### src/rtl/mwog_pkg.sv
// shared types and constants for the median window outlier gate
// no dependencies
`timescale 1ns / 1ps

package mwog_pkg;

    localparam int WINDOW  = 16;
    localparam int TAG_W   = $clog2(WINDOW);
    localparam int MED_POS = WINDOW / 2;
    localparam int SMP_W   = 16;

    localparam logic [1:0] OP_INSERT = 2'd0;
    localparam logic [1:0] OP_TEST   = 2'd1;
    localparam logic [1:0] OP_REFILL = 2'd2;

    localparam logic CFG_THRESHOLD = 1'b0;
    localparam logic CFG_FILL      = 1'b1;

    localparam logic [15:0]       THR_RESET  = 16'd500;
    localparam logic [SMP_W-1:0]  FILL_RESET = '0;

    typedef struct packed {
        logic [1:0]              op;
        logic signed [SMP_W-1:0] sample;
    } t_in_word;

    typedef struct packed {
        logic                    is_outlier;
        logic signed [SMP_W-1:0] window_median;
        logic                    window_filled;
    } t_out_word;

    // one window entry: value and its age slot in the time-ordered window
    typedef struct packed {
        logic signed [SMP_W-1:0] val;
        logic [TAG_W-1:0]        tag;
    } t_slot;

    typedef struct packed {
        logic                    update;
        logic                    refill;
        logic                    shift_tags;
        logic [TAG_W-1:0]        kill_tag;
        logic [TAG_W-1:0]        drop_pos;
        logic signed [SMP_W-1:0] new_val;
        logic [TAG_W-1:0]        new_tag;
        logic signed [SMP_W-1:0] fill_val;
    } t_cell_ctl;

endpackage

### src/rtl/mwog_cell.sv
// one cell of the sorted window chain: holds one value and its age tag
// depends on mwog_pkg
`timescale 1ns / 1ps

module mwog_cell import mwog_pkg::*; (
    input  logic             i_clk,
    input  logic             i_rst_n,
    input  t_cell_ctl        i_ctl,
    input  logic [TAG_W-1:0] i_idx,
    input  t_slot            i_right,
    input  logic             i_right_vacant,
    input  t_slot            i_left_eff,
    input  logic             i_left_gt,
    output t_slot            o_slot,
    output t_slot            o_eff,
    output logic             o_gt,
    output logic             o_match
);

    t_slot r_slot;
    t_slot n_slot;
    logic  w_after_drop;
    logic  w_eff_vacant;
    logic [TAG_W-1:0] w_dec;

    assign w_dec        = TAG_W'(i_ctl.shift_tags);
    assign w_after_drop = (i_idx >= i_ctl.drop_pos);
    assign o_eff        = w_after_drop ? i_right : r_slot;
    assign w_eff_vacant = w_after_drop & i_right_vacant;
    assign o_gt         = w_eff_vacant | ($signed(o_eff.val) > $signed(i_ctl.new_val));
    assign o_match      = (r_slot.tag == i_ctl.kill_tag);
    assign o_slot       = r_slot;

    always_comb begin
        n_slot = r_slot;
        if (i_ctl.refill) begin
            n_slot.val = i_ctl.fill_val;
            n_slot.tag = i_idx;
        end else if (i_ctl.update) begin
            if (!o_gt) begin
                n_slot.val = o_eff.val;
                n_slot.tag = o_eff.tag - w_dec;
            end else if (i_left_gt) begin
                n_slot.val = i_left_eff.val;
                n_slot.tag = i_left_eff.tag - w_dec;
            end else begin
                n_slot.val = i_ctl.new_val;
                n_slot.tag = i_ctl.new_tag;
            end
        end
    end

    always_ff @(posedge i_clk) begin
        if (!i_rst_n) begin
            r_slot.val <= FILL_RESET;
            r_slot.tag <= i_idx;
        end else begin
            r_slot <= n_slot;
        end
    end

endmodule

### src/rtl/mwog_locate.sv
// finds the sorted position of the entry whose age tag is being retired
// depends on mwog_pkg
`timescale 1ns / 1ps

module mwog_locate import mwog_pkg::*; (
    input  logic [WINDOW-1:0] i_match,
    output logic [TAG_W-1:0]  o_pos
);

    always_comb begin
        o_pos = '0;
        for (int j = 0; j < WINDOW; j++) begin
            o_pos = o_pos | (i_match[j] ? TAG_W'(j) : '0);
        end
    end

endmodule

### src/rtl/median_window_outlier_gate_unit.sv
// top level of the median window outlier gate: control, config and cell chain
// depends on mwog_pkg, mwog_cell, mwog_locate
//
// channel   direction  handshake                  word
// in        input      i_in_valid / o_in_stall    t_in_word  (op, sample)
// out       output     o_out_valid / i_out_stall  t_out_word (is_outlier, median, filled)
// cfg       input      i_cfg_we                   i_cfg_index, i_cfg_data
//
// each word passes through the steps accept, locate the retiring entry, update the chain, load output
// the sorted chain keeps the median in a fixed cell, so the median is read in the accept cycle
// reset is synchronous and active low; input stalls in reset, the chain holds the reset fill
// a stalled output holds the block in its last step until the output register frees
`timescale 1ns / 1ps

module median_window_outlier_gate_unit import mwog_pkg::*; (
    input  logic       i_clk,
    input  logic       i_rst_n,
    input  logic       i_in_valid,
    input  t_in_word   i_in_word,
    output logic       o_in_stall,
    output logic       o_out_valid,
    output t_out_word  o_out_word,
    input  logic       i_out_stall,
    input  logic       i_cfg_we,
    input  logic       i_cfg_index,
    input  logic [15:0] i_cfg_data
);

    typedef enum logic [3:0] {
        S_IDLE   = 4'b0001,
        S_LOCATE = 4'b0010,
        S_UPDATE = 4'b0100,
        S_PUSH   = 4'b1000
    } t_state;

    t_state r_state;
    t_state n_state;

    logic [15:0]             r_thr;
    logic signed [SMP_W-1:0] r_fill;
    logic [TAG_W-1:0]        r_fill_pos;
    logic                    r_full;
    logic [1:0]              r_op;
    logic signed [SMP_W-1:0] r_sample;
    logic [TAG_W-1:0]        r_drop;
    logic                    r_res_outl;
    logic signed [SMP_W-1:0] r_res_med;
    logic                    r_out_valid;
    t_out_word               r_out_word;

    t_cell_ctl         w_ctl;
    t_slot             w_slot [WINDOW];
    t_slot             w_eff  [WINDOW];
    logic [WINDOW-1:0] w_gt;
    logic [WINDOW-1:0] w_match;
    logic [TAG_W-1:0]  w_pos;
    logic              w_accept;
    logic              w_out_free;
    logic signed [SMP_W:0] w_diff;
    logic [SMP_W:0]    w_abs;
    logic              w_outl;

    assign w_accept   = i_in_valid & (r_state == S_IDLE);
    assign w_out_free = !r_out_valid | !i_out_stall;
    assign o_in_stall = (r_state != S_IDLE) | !i_rst_n;
    assign o_out_valid = r_out_valid;
    assign o_out_word  = r_out_word;

    // distance to current median
    assign w_diff = {i_in_word.sample[SMP_W-1], i_in_word.sample}
                  - {w_slot[MED_POS].val[SMP_W-1], w_slot[MED_POS].val};
    assign w_abs  = w_diff[SMP_W] ? (SMP_W+1)'(-w_diff) : w_diff;
    assign w_outl = (i_in_word.op == OP_TEST) && (w_abs > {1'b0, r_thr});

    always_comb begin
        w_ctl.update     = (r_state == S_UPDATE) && (r_op == OP_INSERT);
        w_ctl.refill     = (r_state == S_UPDATE) && (r_op == OP_REFILL);
        w_ctl.shift_tags = r_full;
        w_ctl.kill_tag   = r_full ? '0 : r_fill_pos;
        w_ctl.drop_pos   = r_drop;
        w_ctl.new_val    = r_sample;
        w_ctl.new_tag    = r_full ? TAG_W'(WINDOW - 1) : r_fill_pos;
        w_ctl.fill_val   = r_fill;
    end

    for (genvar j = 0; j < WINDOW; j++) begin : g_cell
        t_slot w_right;
        logic  w_right_vacant;
        t_slot w_left_eff;
        logic  w_left_gt;

        if (j == WINDOW - 1) begin : g_last
            assign w_right        = '0;
            assign w_right_vacant = 1'b1;
        end else begin : g_mid
            assign w_right        = w_slot[j+1];
            assign w_right_vacant = 1'b0;
        end

        if (j == 0) begin : g_first
            assign w_left_eff = '0;
            assign w_left_gt  = 1'b0;
        end else begin : g_rest
            assign w_left_eff = w_eff[j-1];
            assign w_left_gt  = w_gt[j-1];
        end

        mwog_cell u_cell (
            .i_clk          (i_clk),
            .i_rst_n        (i_rst_n),
            .i_ctl          (w_ctl),
            .i_idx          (TAG_W'(j)),
            .i_right        (w_right),
            .i_right_vacant (w_right_vacant),
            .i_left_eff     (w_left_eff),
            .i_left_gt      (w_left_gt),
            .o_slot         (w_slot[j]),
            .o_eff          (w_eff[j]),
            .o_gt           (w_gt[j]),
            .o_match        (w_match[j])
        );
    end

    mwog_locate u_locate (
        .i_match (w_match),
        .o_pos   (w_pos)
    );

    always_comb begin
        n_state = r_state;
        case (r_state)
            S_IDLE:   if (w_accept) n_state = S_LOCATE;
            S_LOCATE: n_state = S_UPDATE;
            S_UPDATE: n_state = S_PUSH;
            S_PUSH:   if (w_out_free) n_state = S_IDLE;
            default:  n_state = S_IDLE;
        endcase
    end

    always_ff @(posedge i_clk) begin
        if (!i_rst_n) begin
            r_state     <= S_IDLE;
            r_thr       <= THR_RESET;
            r_fill      <= FILL_RESET;
            r_fill_pos  <= '0;
            r_full      <= 1'b0;
            r_out_valid <= 1'b0;
        end else begin
            r_state <= n_state;

            if (i_cfg_we) begin
                case (i_cfg_index)
                    CFG_THRESHOLD: r_thr  <= i_cfg_data;
                    CFG_FILL:      r_fill <= i_cfg_data;
                    default:       r_thr  <= r_thr;
                endcase
            end

            if (r_state == S_UPDATE) begin
                if (r_op == OP_INSERT) begin
                    if (r_full) begin
                        r_fill_pos <= TAG_W'(WINDOW - 1);
                    end else if (r_fill_pos == TAG_W'(WINDOW - 1)) begin
                        r_full <= 1'b1;
                    end else begin
                        r_fill_pos <= r_fill_pos + TAG_W'(1);
                    end
                end else if (r_op == OP_REFILL) begin
                    r_fill_pos <= '0;
                    r_full     <= 1'b0;
                end
            end

            if ((r_state == S_PUSH) && w_out_free) begin
                r_out_valid <= 1'b1;
            end else if (!i_out_stall) begin
                r_out_valid <= 1'b0;
            end
        end
    end

    always_ff @(posedge i_clk) begin
        if (w_accept) begin
            r_op       <= i_in_word.op;
            r_sample   <= i_in_word.sample;
            r_res_outl <= w_outl;
            r_res_med  <= w_slot[MED_POS].val;
        end
        if (r_state == S_LOCATE) begin
            r_drop <= w_pos;
        end
        if ((r_state == S_PUSH) && w_out_free) begin
            r_out_word.is_outlier    <= r_res_outl;
            r_out_word.window_median <= r_res_med;
            r_out_word.window_filled <= r_full;
        end
    end

endmodule

### config.mk
export PLATFORM = sky130hd
export DESIGN_NAME = median_window_outlier_gate_unit
export DESIGN_NICKNAME = d
export VERILOG_FILES = /design/src/rtl/mwog_pkg.sv /design/src/rtl/mwog_cell.sv /design/src/rtl/mwog_locate.sv /design/src/rtl/median_window_outlier_gate_unit.sv
export SDC_FILE = /design/constraint.sdc
export NUM_CORES = 2
export LEC_CHECK = 0
export BUFFER_PORTS_ARGS = -buffer_cell sky130_fd_sc_hd__buf_4
export CORE_MARGIN = 8
export CORE_UTILIZATION = 62
export DETAILED_ROUTE_END_ITERATION = 8
export PLACE_DENSITY_LB_ADDON = 0.1
export SLEW_MARGIN = 20
export SYNTH_ARGS = -nofsm -noshare
export SYNTH_HDL_FRONTEND = slang
export SYNTH_SLANG_ARGS = --single-unit
export TNS_END_PERCENT = 10
### constraint.sdc
create_clock -name i_clk -period 7.2 [get_ports i_clk]
set_input_delay 1.44 -clock i_clk [delete_from_list [all_inputs] [get_ports i_clk]]
set_output_delay 1.44 -clock i_clk [all_outputs]
set_load 0.1 [all_outputs]
==> impl_metrics.ini <==
[sta]
rsz0062_at_grt = no
hold_ws_ns = 0.418
relSlewSlack_pct = 14.3
drv_slew = 0
period_share_pct = 78.0
setup_violations = 0
tightest_slew_ns = 1.29
period_needed_ns = 5.62
tns_ns = 0
timing.fmax_ghz = 0.178
skew_ns = 0.0271
hold_viol_final = 0
layout_setup_ws_ns = 1.58

[clock_network]
clock_sinks = 419
h-tree-depth = 2
cts_setup_buffers = 0
clkTransAtPathRegs_ns = 0.06
cts_tree = built
cts_buffers = 49
cts-resized-gates = 0
cts_buffer_depth = 3
cts_hold_buf = 0
insertion_delay_ns = 0.62
cts_root_buf = clkbuf_16

[global_route]
grt_pass1_vias = 31900
grt_max_degree = 102
grt.total_usage_pct = 40.3
grt_overflow = 0
antenna_found_initial = 4
grt_pass1_wl_um = 190000

[power]
power_density_mw_per_mm2 = 168
ir_drop_mv = 0.173
leakagePower_nw = 15.1

[die]
die_h_um = 246
initial_core_util_pct = 62.6
pin_count = 60
die-area_mm2 = 0.0606
core_mm2 = 0.0524
num_rows = 84
die-width_um = 246

[route]
vias_per_cell = 7.31
num_vias = 32700
drt-total-wl_um = 127000
drc = 0
wl_per_cell_um = 28.4
ant_nets = 0
drtIter0Drc = 3904
first_pass_iters = 8

[placed_design]
pre_cts_slack_ns = 1.40
numPortBuffers = 59
hpwl_um = 88300
gp_congestion = 0.981

[synthesis]
synth_cells = 3863
synthesis.nets = 4208
synthArstFlopShare_pct = 0
yosys_warnings = 0
ys_types = 95
syn_area_per_cell_um2 = 8.50
syn_area_mm2 = 0.0328
synth_edf_count = 57
ys.flop_type = dfxtp_1
synth_seq_cells = 419
ys_seq_area_share_pct = 27.3

[setup_path]
r2r_end = g_cell[11].u_cell.o_slot[4]
rr_startpoint = r_drop[2]
cp.arrival_ns = 6.08
worstSetupEndpoint = g_cell[11].u_cell.o_slot[4]
worstSetupStartpointType = flop
crit_fanout = 33
cp-end-kind = flop
worstSetupPathType = reg -> reg
worstSetupStartpoint = r_drop[2]
reg2reg_depth = 12
critPathRequiredTime_ns = 7.67
reg2reg_slack_ns = 1.58

[flow_run]
cap_violations = 0

[layout]
final_common_cell = a21oi_1
final_layout_size_suffix_gt1_share_pct = 13.4
final_cell_mix = a21oi_1, dfxtp_1, ha_1, nand2_1, mux2i_1
nFillCells = 4382
nNetsFinal = 4100
area_growth_pct = 8.08

[outcome]
status = finished clean

[worst_hold_path]
hold_path.class = reg -> reg
worst min-delay path by stage:
| stage | depth (start not counted) | from | endpoint |
|---|---|---|---|
| after floorplan | 0 | r_res_med[9] | o_out_word[10] |
| after global placement | 0 | r_res_med[3] | o_out_word[4] |
| after detailed placement | 0 | r_res_med[9] | o_out_word[10] |
| after CTS | 0 | r_res_med[5] | o_out_word[6] |
| after global routing | 0 | r_res_med[5] | o_out_word[6] |
| final | 0 | r_res_med[5] | o_out_word[6] |
kinds of logic (layout without fill, tap and decap cells):
logic type	Yosys count	count (layout)	share of synthesized area, %
AOI/OAI and AO/OA	1263	1263	25.0
and+or+nand+nor	866	866	12.7
muxes	455	455	14.7
buffers and inverters	437	365	5.41
DFF	419	419	27.3
adders and majority gates	305	305	11.6
xor gates and xnor gates	118	118	3.15
other	0	1	0
cells in the mapped netlist (58+ instances only):
library cell,instances,area [µm²]
mux2i_1,236,2360
o22ai_1,87,544
nand2_1,254,953
clkbuf_1,197,739
a21o_1,96,721
nor2_1,172,646
buf_2,76,380
mux2_2,215,2420
o221ai_1,100,876
a21oi_1,390,1950
inv_1,126,473
o21ai_0,221,1110
nand3_1,130,651
nor3_1,58,290
dfxtp_1,362,7250
xnor2_1,70,613
o211ai_1,71,533
ha_1,304,3800
where the power goes:
part / internal (mW) / switching (mW)
Combinational: 0.260 / 0.536
Clock: 1.60 / 1.11
Sequential: 2.40 / 0.0471
layout make-up:
| cell class | instances | area (µm²) | area share (%) |
|---|---|---|---|
| Inverter | 127 | 482 | 1.36 |
| Sequential cell | 419 | 8960 | 25.2 |
| Timing Repair Buffer | 151 | 1170 | 3.30 |
| Multi-Input combinational cell | 3007 | 22300 | 62.9 |
| Antenna cell | 1 | 2.50 | 0.00705 |
| Tap cell | 688 | 861 | 2.43 |
| Clock inverter | 25 | 373 | 1.05 |
| Clock buffer | 62 | 1330 | 3.74 |
worst max-delay path: stages (launching register included):
cell and delay [ns]:
edfxtp_1 0.80, nand2_1 0.86, mux2_2 0.58, ha_1 0.35, nand4_1 0.15, nor4_1 0.53
a21boi_2 0.34, a2111oi_4 0.09, mux2i_4 0.53, buf_4 0.43, nand2b_1 0.45, o22ai_1 0.14
o21bai_1 0.21
routing by layer:
| layer | part of all wire, % | GRT usage, % |
|---|---|---|
| met1 | 37 | 48.3 |
| met2 | 43 | 61.7 |
| met3 | 12 | 10.8 |
| met4 | 8.6 | 29.5 |
| met5 | 0.030 | 0 |
per-stage QoR:
| step | util [%] | power, mW | instance area (µm²) | cells |
|---|---|---|---|---|
| after floorplan | - | 2.97 | 32800 | 3863 |
| after global routing | 67.7 | 6.08 | 35500 | 4479 |
| final | 67.7 | 5.95 | 35500 | 4480 |
| after detailed placement | 64.4 | 3.25 | 33800 | 4392 |
| after global placement | 64.4 | 3.23 | 33800 | 4392 |
| after CTS | 67.6 | 5.92 | 35500 | 4479 |
registers in the layout (all words and copies together), names as in the netlist:
signal / flops
g_cell.u_cell.o_slot: 320
o_out_word: 18
r_fill: 16
r_res_med: 16
r_sample: 16
r_thr: 16
r_drop: 4
r_fill_pos: 4
r_state: 4
r_op: 2
o_out_valid: 1
r_full: 1
r_res_outl: 1
Note: power is estimated with default switching activity, not from simulation.
